==> src/rtl/ibst_pkg.sv <==
// ibst_pkg: shared constants, types and control/status structs for the
// array-based binary search tree block. No dependencies.
package ibst_pkg;

  // tree geometry and key size
  localparam int TREE_LEVELS = 10;
  localparam int KEY_WIDTH   = 16;
  localparam int SLOT_COUNT  = 1 << TREE_LEVELS;

  // fixed widths of the result fields
  localparam int SLOT_OUT_WIDTH = 10;
  localparam int COUNT_WIDTH    = 10;
  localparam logic [COUNT_WIDTH-1:0] COUNT_MAX = COUNT_WIDTH'(1023);

  // request codes
  localparam logic REQ_INSERT = 1'b0;
  localparam logic REQ_SEARCH = 1'b1;

  typedef logic [KEY_WIDTH-1:0]   key_t;
  typedef logic [TREE_LEVELS-1:0] pos_t;
  typedef logic [COUNT_WIDTH-1:0] count_t;

  // one slot of the tree store
  typedef struct packed {
    logic valid;
    key_t key;
  } node_t;

  localparam int NODE_WIDTH = $bits(node_t);

  typedef enum logic [1:0] {
    ST_CLEAR,
    ST_IDLE,
    ST_WALK
  } state_t;

  // controller to datapath
  typedef struct packed {
    logic clear;
    logic load;
    logic step;
  } ctrl_cmd_t;

  // datapath to controller
  typedef struct packed {
    logic clear_last;
    logic stop;
  } dpath_stat_t;

endpackage

==> src/rtl/ibst_ctrl.sv <==
// ibst_ctrl: sequencer for the clearing pass, request transfer and tree walk.
// Depends on ibst_pkg.
module ibst_ctrl (
  input  logic                 clk,
  input  logic                 rst,
  input  logic                 start,
  input  ibst_pkg::dpath_stat_t stat,
  output ibst_pkg::ctrl_cmd_t   cmd,
  output logic                 busy
);

  ibst_pkg::state_t state, state_next;

  // state register
  always_ff @(posedge clk) begin
    if (rst) begin
      state <= ibst_pkg::ST_CLEAR;
    end else begin
      state <= state_next;
    end
  end

  // next state and commands
  always_comb begin
    state_next = state;
    cmd        = '0;
    busy       = 1'b1;
    case (state)
      ibst_pkg::ST_CLEAR: begin
        cmd.clear = 1'b1;
        if (stat.clear_last) begin
          state_next = ibst_pkg::ST_IDLE;
        end
      end
      ibst_pkg::ST_IDLE: begin
        busy = 1'b0;
        if (start) begin
          cmd.load   = 1'b1;
          state_next = ibst_pkg::ST_WALK;
        end
      end
      ibst_pkg::ST_WALK: begin
        cmd.step = 1'b1;
        if (stat.stop) begin
          state_next = ibst_pkg::ST_IDLE;
        end
      end
      default: begin
        state_next = ibst_pkg::ST_CLEAR;
      end
    endcase
  end

endmodule

==> config.mk <==
export PLATFORM = sky130hd
export DESIGN_NAME = ibst_ctrl
export DESIGN_NICKNAME = d
export VERILOG_FILES = /design/src/rtl/ibst_pkg.sv /design/src/rtl/ibst_ctrl.sv
export SDC_FILE = /design/constraint.sdc
export NUM_CORES = 1
export LEC_CHECK = 0
export BUFFER_PORTS_ARGS = -buffer_cell sky130_fd_sc_hd__buf_4
export CORE_AREA = 8 8 45 47
export CTS_CLUSTER_SIZE = 16
export DETAILED_ROUTE_END_ITERATION = 8
export DIE_AREA = 0 0 53 55
export PLACE_DENSITY = 0.3
export SYNTH_ARGS = -nofsm -noshare
export SYNTH_HDL_FRONTEND = slang
export SYNTH_SLANG_ARGS = --single-unit
==> constraint.sdc <==
create_clock -name clk -period 0.8 [get_ports clk]
set_clock_uncertainty 0.1 [all_clocks]
set_input_delay 0.16 -clock clk [delete_from_list [all_inputs] [get_ports clk]]
set_output_delay 0.16 -clock clk [all_outputs]
set_load 0.1 [all_outputs]
# == After elaboration in Yosys (flattened, before gate mapping) ==
# Cells that the tools add are included.
# W data, S select, Z words.
# totals
reg_bits,2
inputBits,5
out_inout_bits,4
word_cells,17
# classes
eq_ne,5
n_mux,9
reduce_logical,2
# ops
cell,n
$mux W2,3
$ne A2 B2 Y1 const B,3
$pmux W2 S3,1
$mux W1,5
$reduce_and A3 Y1,1
$eq A2 B1 Y1 const B,1
$eq A2 B2 Y1 const B,1
$logic_not A2 Y1,1

# == Depth between registers and ports, before layout ==
# Gate-level depths: netlist (run 1).
# logic_depth
word_depth,3
mapped_depth,2
ltp_nobuf,2

# == Worst setup path before layout (run 1) ==
# OpenSTA, ideal clock, no wires.
# synth_timing
path_kind,reg-to-output
startpoint,register state[1]
endpoint,output port cmd[0] in the netlist's numbering
arrival_ps,1759
required_ps,540
setup_slack_ps,-1219
path_stages_with_launch,2
path_buffers,0
cell_sequence,dfxtp_1 > nor2b_1
# synth_rtl
element,line_no,rtl
"start, declared",ibst_ctrl.sv:12,"ibst_pkg::state_t state, state_next;"
"start signal, assigned",ibst_ctrl.sv:17,state <= ibst_pkg::ST_CLEAR;
"start signal, assigned",ibst_ctrl.sv:19,state <= state_next;
"end, declared",ibst_ctrl.sv:8,"output ibst_pkg::ctrl_cmd_t cmd,"

==> results of run 1 <==
power by group through the flow:
stage | combinational [W] | sequential, W | clock [W]
finish | 0.000316 | 0.000115 | 0.000250
global route | 0.000328 | 0.000116 | 0.000280
CTS | 0.000303 | 0.000115 | 0.000269
detailed placement | 0.000257 | 0.000117 | 0
global placement | 0.000255 | 0.000117 | 0
floorplan | 0.000162 | 0.000125 | 0
repair_timing:
action                     4_1_cts  5_1_grt
setup endpoints to repair        6        6
pin swaps                        2        2
gates resized for setup         11        4
hold endpoints to repair         1        1
buffers inserted                 1        1
cell type report:
class                           instances  area (um2)
Sequential cell                         2        45.0
Fill cell                             138        1020
Tap cell                               16        20.0
Multi-Input combinational cell          9        98.8
Clock buffer                            4        26.3
Timing Repair Buffer                   12         169
Inverter                                1        3.75
cell families (layout without fill, tap and decap cells):
family          after synthesis  count (layout)
simple gates                  5               5
compound gates                3               3
flops                         2               2
mux                           1               1
buf+inv                       1              17
critical path: stages (launching register included):
cell,delay [ns]
sky130_fd_sc_hd__dfxtp_4,0.34
sky130_fd_sc_hd__and3b_4,0.31
sky130_fd_sc_hd__buf_12,0.17
cells in the mapped netlist:
master	number	area [um2]
sky130_fd_sc_hd__and3b_1	1	8.76
sky130_fd_sc_hd__o21a_1	1	7.51
sky130_fd_sc_hd__mux2i_1	1	10.0
sky130_fd_sc_hd__nand2b_1	1	6.26
sky130_fd_sc_hd__inv_1	1	3.75
sky130_fd_sc_hd__nor2_1	1	3.75
sky130_fd_sc_hd__o21ba_1	1	10.0
sky130_fd_sc_hd__dfxtp_1	2	40.0
sky130_fd_sc_hd__nor3b_1	1	7.51
sky130_fd_sc_hd__a211oi_2	1	12.5
sky130_fd_sc_hd__nor2b_1	1	6.26
final timing paths:
kind / endpoint / slack, ns / cells after the start
worst max-delay path: cmd[1] / -0.51 / 2
worst min-delay path: state[0] / 0.001 / 2
worst max register to register: state[0] / -0.27 / 4
worst min register to register: state[0] / 0.52 / 3
layer usage:
| layer | GRT usage (%) | share of wire (%) | vias to the layer above |
|---|---|---|---|
| met1 | 3.49 | 43 | 57 |
| met3 | 1.60 | 17 | 0 |
| met4 | 5.17 | 0 | 0 |
| met2 | 4.10 | 40 | 9 |
| li1 | - | - | 74 |
| met5 | 0 | 0 | - |
metrics by stage:
stage / setup TNS (ns) / total power (W) / setup slack, ns
2_1_floorplan: -1.74 / 0.000288 / -0.379
3_3_place_gp: -1.64 / 0.000372 / -0.360
3_5_place_dp: -1.66 / 0.000373 / -0.359
4_1_cts: -2.55 / 0.000687 / -0.529
5_1_grt: -2.65 / 0.000724 / -0.547
6_report: -2.40 / 0.000682 / -0.513
==> impl_results.html, run 1 <==
<table>
<tr><th>Metric</th><th>Value</th></tr>
<tr><th colspan="2">Die</th></tr>
<tr><td>Die extent in x</td><td>53 um</td></tr>
<tr><td>I/O pin cnt</td><td>9</td></tr>
<tr><td>Core ar.</td><td>1380 um2</td></tr>
<tr><td>Number of core rows</td><td>14</td></tr>
<tr><td>Die span in y</td><td>between 50 and 60 um</td></tr>
<tr><td>Full die area</td><td>about 3000 um2</td></tr>
<tr><td>Starting density of the core</td><td>8.41%</td></tr>
<tr><th colspan="2">Power and ir drop</th></tr>
<tr><td>Pint</td><td>0.000434 W</td></tr>
<tr><td>Clock network fraction of total power</td><td>between 30 and 40%</td></tr>
<tr><td>Sw Ratio</td><td>36.4%</td></tr>
<tr><td>Largest vdd supply drop</td><td>about 0.83 mV</td></tr>
<tr><td>Sequential cell fraction of total power</td><td>between 10% and 20%</td></tr>
<tr><td>Total power per unit cell area</td><td>1880 nW/um2</td></tr>
<tr><td>Net switching component of the power</td><td>0.000248 W</td></tr>
<tr><td>Part of the power in combinational logic</td><td>46.4%</td></tr>
<tr><td>Leakage power</td><td>approximately 0.15 nW</td></tr>
<tr><th colspan="2">Global route</th></tr>
<tr><td>Final global-route overflow total</td><td>0</td></tr>
<tr><td>First-pass GRT wire length</td><td>676 um</td></tr>
<tr><td>Overall fraction of global-route tracks in use</td><td>3.39%</td></tr>
<tr><td>Vias in the first global route</td><td>between 150 and 200</td></tr>
<tr><td>Maximum number of pins on one net before global-route repair</td><td>7</td></tr>
<tr><td>Number of antenna violations at the first check in global routing</td><td>0</td></tr>
<tr><th colspan="2">Logic synthesis</th></tr>
<tr><td>Combined area of all synthesized cells</td><td>116 um2</td></tr>
<tr><td>Cell count after synthesis</td><td>12</td></tr>
<tr><td>Register bit total from synthesis</td><td>2</td></tr>
<tr><td>Net count after synthesis</td><td>17</td></tr>
<tr><td>Fraction of the yosys area taken by sequential cells</td><td>between 30% and 40%</td></tr>
<tr><td>Post-synth cell types</td><td>11</td></tr>
<tr><td>Main combinational cell family by area after synthesis</td><td>simple AND/OR/NAND/NOR gates</td></tr>
<tr><td>Number of warnings reported in the yosys synthesis log</td><td>0</td></tr>
<tr><td>Syn avg cell area</td><td>9.70 um2</td></tr>
<tr><td>Multiplexer share of the synthesized area</td><td>8.60%</td></tr>
<tr><td>Xor/xnor share of the synthesized area</td><td>0%</td></tr>
<tr><td>Fraction of the mapped netlist area in compound gates</td><td>25.8%</td></tr>
<tr><td>Post-Synth Simple-Gate Area</td><td>28.0%</td></tr>
<tr><td>Post-Synth Adder-Cell Area</td><td>0%</td></tr>
<tr><th colspan="2">Clocking</th></tr>
<tr><td>Clock-pin transition on the worst setup and hold timing paths</td><td>around 0.04 ns</td></tr>
<tr><td>Buffer depth of the longest clock path</td><td>2</td></tr>
<tr><td>CTS H-Tree Depth</td><td>1</td></tr>
<tr><td>Clock insertion delay at the later pin of the skew report</td><td>0.23 ns</td></tr>
<tr><td>Clock tree root driver cell</td><td>sky130_fd_sc_hd__clkbuf_4</td></tr>
<tr><td>Total clock buffers created by CTS</td><td>3</td></tr>
<tr><td>CTS tree</td><td>yes</td></tr>
<tr><td>Number of clock sinks seen by CTS</td><td>2</td></tr>
<tr><th colspan="2">Drt</th></tr>
<tr><td>First-pass detailed-route iteration total</td><td>1</td></tr>
<tr><td>Vias per inst</td><td>3.18</td></tr>
<tr><td>Count of nets left with antenna violations after detail routing</td><td>0</td></tr>
<tr><td>DRC violations left</td><td>0</td></tr>
<tr><td>Total Routed Length</td><td>409 um</td></tr>
<tr><td>Routed vias</td><td>140</td></tr>
<tr><td>Average wire per cell in the routed design</td><td>9.30 um</td></tr>
<tr><td>Starting DRC count in detailed routing</td><td>0</td></tr>
<tr><th colspan="2">Critical path</th></tr>
<tr><td>Worst flop-to-flop path startpoint</td><td>state[1]</td></tr>
<tr><td>Startpoint type of the worst setup path</td><td>register</td></tr>
<tr><td>Start-to-end type of the worst setup path</td><td>reg -&gt; out</td></tr>
<tr><td>Critical Path Source</td><td>state[1]</td></tr>
<tr><td>CP Capture Type</td><td>primary output</td></tr>
<tr><td>Required time worst endpoint</td><td>roughly 0.54 ns</td></tr>
<tr><td>Largest fanout on the critical path</td><td>2</td></tr>
<tr><td>CP arrival</td><td>1.05 ns</td></tr>
<tr><th colspan="2">Final layout</th></tr>
<tr><td>Registers with the most flip-flops</td><td>state (2)</td></tr>
<tr><td>Relative area change from synthesis to final layout</td><td>212%</td></tr>
<tr><td>Number of nets in the final layout</td><td>34</td></tr>
<tr><td>Most common cell after layout, fill and taps aside</td><td>sky130_fd_sc_hd__buf_12</td></tr>
<tr><td>Final cell area excluding filler cells</td><td>between 300 and 400 um2</td></tr>
<tr><td>Commonest non-fill, non-tap cells in the layout</td><td>sky130_fd_sc_hd__buf_12 (6), sky130_fd_sc_hd__buf_4 (5), sky130_fd_sc_hd__clkbuf_4 (3)</td></tr>
<tr><td>Largest reg by FF count</td><td>state</td></tr>
<tr><td>Share of layout cells above drive strength 1</td><td>78.6%</td></tr>
<tr><td>Core occupancy in the finished layout</td><td>a little over a quarter</td></tr>
<tr><td>Number of flip-flops in the largest register</td><td>2</td></tr>
<tr><td>Post-route non-filler standard cell count</td><td>44</td></tr>
<tr><td>Diodes inserted</td><td>0</td></tr>
<tr><th colspan="2">Place</th></tr>
<tr><td>Cell count after placement</td><td>39</td></tr>
<tr><td>Input/output buffers</td><td>8</td></tr>
<tr><td>Placer Congestion</td><td>roughly 0.57</td></tr>
<tr><td>Dpl hpwl</td><td>318 um</td></tr>
<tr><td>Area post-placement</td><td>approximately 270 um2</td></tr>
<tr><th colspan="2">STA</th></tr>
<tr><td>Final critical path time including I/O delays and setup</td><td>1.31 ns</td></tr>
<tr><td>Final hold vios</td><td>0</td></tr>
<tr><td>Setup repair after global routing missed its margin</td><td>true</td></tr>
<tr><td>Worst-case setup margin in the final layout</td><td>-0.513 ns</td></tr>
<tr><td>Fin crit share</td><td>164%</td></tr>
<tr><td>Maximum operating frequency</td><td>761 MHz</td></tr>
<tr><td>Final Hold Slack</td><td>0.00137 ns</td></tr>
<tr><td>Number of failing setup endpoints in the final timing report</td><td>6</td></tr>
<tr><td>Worst relative slew slack</td><td>88.7%</td></tr>
<tr><td>Number of pins with negative max-slew slack in the final report</td><td>0</td></tr>
<tr><td>Actual slew at the worst max-slew pin</td><td>0.164 ns</td></tr>
<tr><th colspan="2">Outcome</th></tr>
<tr><td>Status</td><td>complete, but fails checks</td></tr>
<tr><td>Violations in the final reports</td><td>negative setup slack</td></tr>
<tr><th colspan="2">Run</th></tr>
<tr><td>Max-cap violations</td><td>0</td></tr>
<tr><th colspan="2">Hold path</th></tr>
<tr><td>Min-Delay Startpoint</td><td>rst</td></tr>
<tr><td>Type of the tightest min-delay check</td><td>in -&gt; reg</td></tr>
</table>
(Power assumes the default switching activity.)
==> run 2, diff against run 1 <==
==> constraint.sdc (replaced) <==
create_clock -name clk -period 0.8 [get_ports clk]
set_clock_uncertainty 0.1 [all_clocks]
set_input_delay 0.04 -clock clk [delete_from_list [all_inputs] [get_ports clk]]
set_output_delay 0.04 -clock clk [all_outputs]
set_load 0.1 [all_outputs]
==> run 2 against run 1 <==
- the flow finishes with violations (negative hold slack, negative setup slack)
- largest cell class unchanged
- die area did not move
- global-route usage rose by 0.053 points
- worst hold slack got worse by 0.12 ns
- core utilization rose by 0.18 points
- sequential share of layout area fell by 0.77 points
- total power fell by 3.0%
- sequential power rose by 3%
- register-to-register slack barely moved
- final cell count fell by 4.5%
==> impl_results.html, run 2 (synthesis gave the netlist of run 1 again) <==
<table>
<tr><th>Metric</th><th>Value</th></tr>
<tr><th colspan="2">Outcome</th></tr>
<tr><td>Status</td><td>complete, but fails checks</td></tr>
<tr><td>Violations in the final reports</td><td>negative hold slack, negative setup slack</td></tr>
<tr><th colspan="2">STA</th></tr>
<tr><td>Worst-case setup margin in the final layout</td><td>-0.368 ns (+0.146 ns)</td></tr>
<tr><td>Actual slew at the worst max-slew pin</td><td>0.205 ns (+0.0404 ns)</td></tr>
<tr><td>Worst relative slew slack</td><td>86.3% (-2.4 points)</td></tr>
<tr><td>Setup repair after global routing missed its margin</td><td>true</td></tr>
<tr><td>Maximum operating frequency</td><td>856 MHz (+12%)</td></tr>
<tr><td>Fin crit share</td><td>146% (-18 points)</td></tr>
<tr><td>Final hold vios</td><td>2 (+2)</td></tr>
<tr><td>Total negative setup slack</td><td>-1.87 ns (+0.524 ns)</td></tr>
<tr><td>Final Hold Slack</td><td>-0.121 ns (-0.122 ns)</td></tr>
<tr><td>Number of pins with negative max-slew slack in the final report</td><td>0 (unchanged)</td></tr>
<tr><td>Number of failing setup endpoints in the final timing report</td><td>6 (unchanged)</td></tr>
<tr><td>Final critical path time including I/O delays and setup</td><td>1.17 ns (-0.146 ns)</td></tr>
<tr><th colspan="2">Final layout</th></tr>
<tr><td>Most common cell after layout, fill and taps aside</td><td>sky130_fd_sc_hd__buf_12</td></tr>
<tr><td>Relative area change from synthesis to final layout</td><td>214%</td></tr>
<tr><td>Post-route non-filler standard cell count</td><td>42 (-4.5%)</td></tr>
<tr><td>Number of flip-flops in the largest register</td><td>2 (unchanged)</td></tr>
<tr><td>Largest reg by FF count</td><td>state</td></tr>
<tr><td>Sequential cell area in the final layout</td><td>42.5 um2 (-5.6%)</td></tr>
<tr><td>Diodes inserted</td><td>0 (unchanged)</td></tr>
<tr><td>Number of nets in the final layout</td><td>33 (-2.9%)</td></tr>
<tr><td>Fillers</td><td>144 (+4.3%)</td></tr>
<tr><td>Share of layout cells above drive strength 1</td><td>84.6% (+6.0 points)</td></tr>
<tr><td>Registers with the most flip-flops</td><td>state (2)</td></tr>
<tr><td>Area occupied by multi-input gates</td><td>111 um2 (+13%)</td></tr>
<tr><td>Commonest non-fill, non-tap cells in the layout</td><td>sky130_fd_sc_hd__buf_12 (6), sky130_fd_sc_hd__buf_4 (4), sky130_fd_sc_hd__clkbuf_4 (3), sky130_fd_sc_hd__dfxtp_2 (2)</td></tr>
<tr><th colspan="2">Critical path</th></tr>
<tr><td>Reg2reg path depth</td><td>4 (unchanged)</td></tr>
<tr><td>Worst flop-to-flop path startpoint</td><td>state[1]</td></tr>
<tr><td>CP max stage delay</td><td>0.32 ns (-0.02 ns)</td></tr>
<tr><td>Start-to-end type of the worst setup path</td><td>reg -&gt; out</td></tr>
<tr><td>Cell at the slowest stage of the critical path</td><td>sky130_fd_sc_hd__dfxtp_2</td></tr>
<tr><td>Cell family with the largest share of critical-path delay</td><td>flip-flops</td></tr>
<tr><td>Startpoint type of the worst setup path</td><td>register</td></tr>
<tr><td>Largest fanout on the critical path</td><td>2 (unchanged)</td></tr>
<tr><td>CP arrival</td><td>1.03 ns (-0.02 ns)</td></tr>
<tr><td>Terminus of the critical flop-to-flop path</td><td>state[0]</td></tr>
<tr><td>Cell-by-cell listing of the critical path</td><td>and3b_4 -&gt; buf_12</td></tr>
<tr><td>Worst path buffer plus inverter count</td><td>1 (unchanged)</td></tr>
<tr><td>FF-to-FF setup slack</td><td>-0.28 ns (about the same)</td></tr>
<tr><td>Required time worst endpoint</td><td>0.66 ns (+0.12 ns)</td></tr>
<tr><td>CP Capture Type</td><td>primary output</td></tr>
<tr><td>Critical Path Source</td><td>state[1]</td></tr>
<tr><th colspan="2">Drt</th></tr>
<tr><td>DR WL met2</td><td>156 um (-3.7%)</td></tr>
<tr><td>First-pass detailed-route iteration total</td><td>1 (unchanged)</td></tr>
<tr><td>Routed metal-1 wire length</td><td>182 um (+2.8%)</td></tr>
<tr><td>Starting DRC count in detailed routing</td><td>0 (unchanged)</td></tr>
<tr><td>Total Routed Length</td><td>423 um (+3.4%)</td></tr>
<tr><td>Count of nets left with antenna violations after detail routing</td><td>0 (unchanged)</td></tr>
<tr><td>DRC violations left</td><td>0 (unchanged)</td></tr>
<tr><td>Routed vias</td><td>143 (+2.1%)</td></tr>
<tr><td>Vias per inst</td><td>3.40 (+7.0%)</td></tr>
<tr><td>Metal3 WL</td><td>84 um (+22%)</td></tr>
<tr><td>DR top layer</td><td>met3</td></tr>
<tr><td>Average wire per cell in the routed design</td><td>10.1 um (+8.3%)</td></tr>
<tr><th colspan="2">Die</th></tr>
<tr><td>Full die area</td><td>2920 um2 (unchanged)</td></tr>
<tr><td>I/O pin cnt</td><td>9 (unchanged)</td></tr>
<tr><td>Die extent in x</td><td>53 um (unchanged)</td></tr>
<tr><td>Core ar.</td><td>1380 um2 (unchanged)</td></tr>
<tr><td>Starting density of the core</td><td>8.41% (unchanged)</td></tr>
<tr><td>Die span in y</td><td>55 um (unchanged)</td></tr>
<tr><td>Number of core rows</td><td>14 (unchanged)</td></tr>
<tr><th colspan="2">Clocking</th></tr>
<tr><td>Buffer depth of the longest clock path</td><td>2 (unchanged)</td></tr>
<tr><td>Clock insertion delay at the later pin of the skew report</td><td>0.22 ns (about the same)</td></tr>
<tr><td>CTS tree</td><td>yes</td></tr>
<tr><td>Number of clock sinks seen by CTS</td><td>2 (unchanged)</td></tr>
<tr><td>Total clock buffers created by CTS</td><td>3 (unchanged)</td></tr>
<tr><td>Clock tree root driver cell</td><td>sky130_fd_sc_hd__clkbuf_4</td></tr>
<tr><td>CTS H-Tree Depth</td><td>1 (unchanged)</td></tr>
<tr><td>Clock-pin transition on the worst setup and hold timing paths</td><td>0.03 ns (about the same)</td></tr>
<tr><th colspan="2">Place</th></tr>
<tr><td>Cell count after placement</td><td>38 (-2.6%)</td></tr>
<tr><td>Placer Congestion</td><td>0.560 (-2.2%)</td></tr>
<tr><td>Input/output buffers</td><td>8 (unchanged)</td></tr>
<tr><th colspan="2">Run</th></tr>
<tr><td>Max-cap violations</td><td>0 (unchanged)</td></tr>
<tr><th colspan="2">Hold path</th></tr>
<tr><td>Worst hold path endpoint</td><td>state[0]</td></tr>
<tr><td>Type of the tightest min-delay check</td><td>in -&gt; reg</td></tr>
<tr><td>Hold Crit Depth</td><td>2 (unchanged)</td></tr>
<tr><td>Min-Delay Startpoint</td><td>rst</td></tr>
<tr><th colspan="2">Power and ir drop</th></tr>
<tr><td>Total power per unit cell area</td><td>1810 nW/um2 (-3.7%)</td></tr>
<tr><td>Leakage power</td><td>0.152 nW (-1.8%)</td></tr>
<tr><td>Largest vdd supply drop</td><td>0.605 mV (-27%)</td></tr>
<tr><th colspan="2">Global route</th></tr>
<tr><td>First-pass GRT wire length</td><td>710 um (+5.0%)</td></tr>
<tr><td>Maximum number of pins on one net before global-route repair</td><td>6 (-1)</td></tr>
<tr><td>Overall fraction of global-route tracks in use</td><td>3.44% (+0.053 points)</td></tr>
<tr><td>Vias in the first global route</td><td>172 (-3.4%)</td></tr>
<tr><td>Number of antenna violations at the first check in global routing</td><td>0 (unchanged)</td></tr>
<tr><td>Final global-route overflow total</td><td>0 (unchanged)</td></tr>
</table>
[run 2: changes by cell type in the layout (fill, tap and decap cells not counted), sizes merged]
cell    before  now
buf         12   11
clkbuf       4    3
[run 2: per-layer routing]
metal	track usage [%]	vias up
met5	0	-
met4	3.88	0
met3	2.94	0
met2	3.32	9
met1	3.94	64
li1	-	70
[run 2: layout make-up]
class / count / share of cell area, %
clock buffer: 3 / 6.16
inverter: 1 / 1.03
multi-input combinational: 9 / 30.5
sequential: 2 / 11.6
tap: 16 / 5.48
timing repair buffer: 11 / 45.2
[run 2: power breakdown]
part           internal [W]  total [W]  leakage [nW]  switching [W]
logic              0.000144   0.000323         0.121       0.000180
clock network      0.000165   0.000219        0.0138      0.0000539
registers          0.000110   0.000119        0.0172     0.00000935
total              0.000419   0.000661         0.152       0.000243
[run 2: worst max path at each step]
stage,end,slack (ns),depth (start not counted)
2_1_floorplan,state[1],-0.37,2
3_3_place_gp,cmd[1],-0.22,2
3_5_place_dp,cmd[1],-0.23,2
4_1_cts,cmd[1],-0.38,2
5_1_grt,cmd[1],-0.40,2
6_report,cmd[1],-0.37,2
[run 2: metrics by stage]
step	utilization, %	cell area (um2)	total power (W)	setup slack [ns]
after floorplan	-	140	0.000290	-0.370
after global placement	18.8	260	0.000370	-0.222
after detailed placement	18.8	260	0.000372	-0.228
after CTS	25.2	349	0.000667	-0.383
after global routing	26.4	365	0.000701	-0.399
final	26.4	365	0.000661	-0.368
[run 2: timing repair]
action,in CTS,in global routing
hold endpoints to repair,2,2
resized for setup,14,3
pin swaps,3,1
setup endpoints to repair,6,6
setup buffers,1,0
==> run 3, diff against run 2 <==
--- a/config.mk
+++ b/config.mk
@@ -6,11 +6,14 @@
 export NUM_CORES = 1
 export LEC_CHECK = 0
 export BUFFER_PORTS_ARGS = -buffer_cell sky130_fd_sc_hd__buf_4
+export CELL_PAD_IN_SITES_DETAIL_PLACEMENT = 0
+export CELL_PAD_IN_SITES_GLOBAL_PLACEMENT = 1
 export CORE_AREA = 8 8 45 47
 export CTS_CLUSTER_SIZE = 16
 export DETAILED_ROUTE_END_ITERATION = 8
 export DIE_AREA = 0 0 53 55
-export PLACE_DENSITY = 0.3
+export PLACE_DENSITY = 0.33
+export REMOVE_ABC_BUFFERS = 1
 export SYNTH_ARGS = -nofsm -noshare
 export SYNTH_HDL_FRONTEND = slang
 export SYNTH_SLANG_ARGS = --single-unit
==> run 3 against run 2 <==
- the flow still finishes with violations (negative hold slack, negative setup slack)
- core utilization fell by 4.6 points
- combinational power shrank 15%
- flip-flop and latch count is the same
- sequential power is 5% lower
- first-iteration DRC count did not move
- worst setup slack gained 0.0067 ns
- register-to-register slack gained 0.09 ns
- via count is 3.5% lower
- routed wire length is 0.47% higher
- worst hold slack better by 0.011 ns
- largest cell class unchanged
==> impl_results.html, run 3 (synthesis gave the netlist of run 1 again) <==
<table>
<tr><th>Metric</th><th>Value</th></tr>
<tr><th colspan="2">STA</th></tr>
<tr><td>Final Hold Slack</td><td>-0.109 ns (+0.0113 ns)</td></tr>
<tr><td>Setup repair after global routing missed its margin</td><td>true</td></tr>
<tr><td>Maximum operating frequency</td><td>861 MHz (+0.58%)</td></tr>
<tr><td>Actual slew at the worst max-slew pin</td><td>0.161 ns (-0.0441 ns)</td></tr>
<tr><td>Number of pins with negative max-slew slack in the final report</td><td>0 (unchanged)</td></tr>
<tr><td>Worst relative slew slack</td><td>89.1% (+2.8 points)</td></tr>
<tr><td>Final critical path time including I/O delays and setup</td><td>1.16 ns (-0.00668 ns)</td></tr>
<tr><td>Fin crit share</td><td>145% (-0.84 points)</td></tr>
<tr><td>Final hold vios</td><td>2 (unchanged)</td></tr>
<tr><td>Worst-case setup margin in the final layout</td><td>-0.361 ns (+0.00668 ns)</td></tr>
<tr><td>Number of failing setup endpoints in the final timing report</td><td>6 (unchanged)</td></tr>
<tr><th colspan="2">Final layout</th></tr>
<tr><td>Number of flip-flops in the largest register</td><td>2 (unchanged)</td></tr>
<tr><td>Registers with the most flip-flops</td><td>state (2)</td></tr>
<tr><td>Number of nets in the final layout</td><td>32 (-3.0%)</td></tr>
<tr><td>Share of layout cells above drive strength 1</td><td>76.0% (-8.6 points)</td></tr>
<tr><td>Relative area change from synthesis to final layout</td><td>159%</td></tr>
<tr><td>Commonest non-fill, non-tap cells in the layout</td><td>sky130_fd_sc_hd__buf_4 (5), sky130_fd_sc_hd__buf_12 (4), sky130_fd_sc_hd__clkbuf_4 (3)</td></tr>
<tr><td>Diodes inserted</td><td>0 (unchanged)</td></tr>
<tr><td>Fillers</td><td>149 (+3.5%)</td></tr>
<tr><td>Most common cell after layout, fill and taps aside</td><td>sky130_fd_sc_hd__buf_4</td></tr>
<tr><td>Post-route non-filler standard cell count</td><td>41 (-2.4%)</td></tr>
<tr><td>Largest reg by FF count</td><td>state</td></tr>
<tr><th colspan="2">Power and ir drop</th></tr>
<tr><td>Sw Ratio</td><td>37.9% (+1.2 points)</td></tr>
<tr><td>Clock network fraction of total power</td><td>36.6% (+3.5 points)</td></tr>
<tr><td>Pint</td><td>0.000381 W (-8.9%)</td></tr>
<tr><td>Largest vdd supply drop</td><td>0.651 mV (+7.6%)</td></tr>
<tr><td>Sequential cell fraction of total power</td><td>18.4% (+0.4 points)</td></tr>
<tr><td>Net switching component of the power</td><td>0.000233 W (-4.1%)</td></tr>
<tr><td>Part of the power in combinational logic</td><td>45.0% (-3.9 points)</td></tr>
<tr><td>Leakage power</td><td>0.135 nW (-11%)</td></tr>
<tr><td>Total power per unit cell area</td><td>2040 nW/um2 (+12%)</td></tr>
<tr><th colspan="2">Clocking</th></tr>
<tr><td>CTS H-Tree Depth</td><td>1 (unchanged)</td></tr>
<tr><td>Clock tree root driver cell</td><td>sky130_fd_sc_hd__clkbuf_4</td></tr>
<tr><td>Number of clock sinks seen by CTS</td><td>2 (unchanged)</td></tr>
<tr><td>Clock-pin transition on the worst setup and hold timing paths</td><td>0.03 ns (about the same)</td></tr>
<tr><td>Buffer depth of the longest clock path</td><td>2 (unchanged)</td></tr>
<tr><td>Clock insertion delay at the later pin of the skew report</td><td>0.22 ns (about the same)</td></tr>
<tr><td>Total clock buffers created by CTS</td><td>3 (unchanged)</td></tr>
<tr><td>CTS tree</td><td>yes</td></tr>
<tr><th colspan="2">Drt</th></tr>
<tr><td>Routed vias</td><td>138 (-3.5%)</td></tr>
<tr><td>First-pass detailed-route iteration total</td><td>1 (unchanged)</td></tr>
<tr><td>Count of nets left with antenna violations after detail routing</td><td>0 (unchanged)</td></tr>
<tr><td>DRC violations left</td><td>0 (unchanged)</td></tr>
<tr><td>Average wire per cell in the routed design</td><td>10.4 um (+2.9%)</td></tr>
<tr><td>Starting DRC count in detailed routing</td><td>0 (unchanged)</td></tr>
<tr><td>Vias per inst</td><td>3.37 (-1.1%)</td></tr>
<tr><td>Total Routed Length</td><td>425 um (+0.47%)</td></tr>
<tr><th colspan="2">Die</th></tr>
<tr><td>Starting density of the core</td><td>8.41% (unchanged)</td></tr>
<tr><td>Die extent in x</td><td>53 um (unchanged)</td></tr>
<tr><td>I/O pin cnt</td><td>9 (unchanged)</td></tr>
<tr><td>Number of core rows</td><td>14 (unchanged)</td></tr>
<tr><td>Core ar.</td><td>1380 um2 (unchanged)</td></tr>
<tr><td>Full die area</td><td>2920 um2 (unchanged)</td></tr>
<tr><td>Die span in y</td><td>55 um (unchanged)</td></tr>
<tr><th colspan="2">Global route</th></tr>
<tr><td>First-pass GRT wire length</td><td>614 um (-14%)</td></tr>
<tr><td>Final global-route overflow total</td><td>0 (unchanged)</td></tr>
<tr><td>Vias in the first global route</td><td>163 (-5.2%)</td></tr>
<tr><td>Maximum number of pins on one net before global-route repair</td><td>7 (+1)</td></tr>
<tr><td>Overall fraction of global-route tracks in use</td><td>3.44% (unchanged)</td></tr>
<tr><td>Number of antenna violations at the first check in global routing</td><td>0 (unchanged)</td></tr>
<tr><th colspan="2">Critical path</th></tr>
<tr><td>CP Capture Type</td><td>primary output</td></tr>
<tr><td>Start-to-end type of the worst setup path</td><td>reg -&gt; out</td></tr>
<tr><td>Worst flop-to-flop path startpoint</td><td>state[1]</td></tr>
<tr><td>Required time worst endpoint</td><td>0.66 ns (about the same)</td></tr>
<tr><td>Largest fanout on the critical path</td><td>5 (+3)</td></tr>
<tr><td>Reg2reg path depth</td><td>3 (-1)</td></tr>
<tr><td>Startpoint type of the worst setup path</td><td>register</td></tr>
<tr><td>Terminus of the critical flop-to-flop path</td><td>state[0]</td></tr>
<tr><td>CP arrival</td><td>1.02 ns (about the same)</td></tr>
<tr><td>Critical Path Source</td><td>state[1]</td></tr>
<tr><td>FF-to-FF setup slack</td><td>-0.19 ns (+0.09 ns)</td></tr>
<tr><th colspan="2">Hold path</th></tr>
<tr><td>Min-Delay Startpoint</td><td>rst</td></tr>
<tr><td>Hold Crit Depth</td><td>2 (unchanged)</td></tr>
<tr><td>Type of the tightest min-delay check</td><td>in -&gt; reg</td></tr>
<tr><td>Worst hold path endpoint</td><td>state[0]</td></tr>
<tr><th colspan="2">Place</th></tr>
<tr><td>Post-Place Setup Slack</td><td>-0.225 ns (+0.00246 ns)</td></tr>
<tr><td>Placer Congestion</td><td>0.604 (+8.0%)</td></tr>
<tr><td>Input/output buffers</td><td>8 (unchanged)</td></tr>
<tr><td>Cell count after placement</td><td>37 (-2.6%)</td></tr>
<tr><th colspan="2">Run</th></tr>
<tr><td>Max-cap violations</td><td>0 (unchanged)</td></tr>
<tr><th colspan="2">Outcome</th></tr>
<tr><td>Violations in the final reports</td><td>negative hold slack, negative setup slack</td></tr>
<tr><td>Status</td><td>complete, but fails checks</td></tr>
</table>
==> run 3: per-stage QoR <==
step / instance area [um2] / total power, W / hold WS (ns) / utilization, % / TNS [ns]
final: 302 / 0.000614 / -0.109 / 21.8 / -1.72
after CTS: 298 / 0.000627 / -0.121 / 21.5 / -1.76
after floorplan: 116 / 0.000269 / 0.00465 / - / -4.01
after global routing: 302 / 0.000647 / -0.106 / 21.8 / -1.95
after global placement: 204 / 0.000328 / 0.115 / 14.7 / -1.13
after detailed placement: 204 / 0.000325 / 0.112 / 14.7 / -1.12
==> run 3: what timing repair did <==
item                                    4_1_cts  5_1_grt
gates resized for setup                      18        1
pin swaps                                     1        1
endpoints found under the setup margin        6        6
cloned                                        0        0
buffers inserted                              1        0
endpoints found under the hold margin         2        2
==> run 3: worst max-delay path by stage <==
stage                     slack (ns)  endpoint  cells past startpoint
after floorplan                -1.10    cmd[0]                      1
after global placement         -0.21    cmd[1]                      2
after detailed placement       -0.23    cmd[1]                      2
after CTS                      -0.37    cmd[1]                      2
after global routing           -0.40    cmd[1]                      2
final                          -0.36    cmd[1]                      2
==> run 3: metal layers <==
layer,GRT usage (%),vias to the layer above,routed length [um]
li1,-,69,-
met1,3.18,60,184
met2,3.91,9,167
met3,2.67,0,73
met4,5.17,0,0
met5,0,-,0
==> run 3: critical path, stage by stage, from the launching register on <==
cell and delay [ns]:
sky130_fd_sc_hd__dfxtp_4 0.34, sky130_fd_sc_hd__and3b_2 0.27, sky130_fd_sc_hd__buf_12 0.18
==> run 3: power groups by stage <==
stage | sequential, W | clock (W) | combinational [W]
5_1_grt | 0.000115 | 0.000249 | 0.000283
4_1_cts | 0.000113 | 0.000242 | 0.000272
2_1_floorplan | 0.000118 | 0 | 0.000151
3_3_place_gp | 0.000116 | 0 | 0.000212
3_5_place_dp | 0.000115 | 0 | 0.000210
6_report | 0.000113 | 0.000225 | 0.000276
==> run 3: cell type report <==
| type | count | area [um2] | share of cell area, % |
|---|---|---|---|
| Clock buffer | 3 | 22.5 | 7.47 |
| Inverter | 1 | 3.75 | 1.24 |
| Multi-Input combinational cell | 9 | 82.6 | 27.4 |
| Sequential cell | 2 | 43.8 | 14.5 |
| Tap cell | 16 | 20.0 | 6.64 |
| Timing Repair Buffer | 10 | 129 | 42.7 |
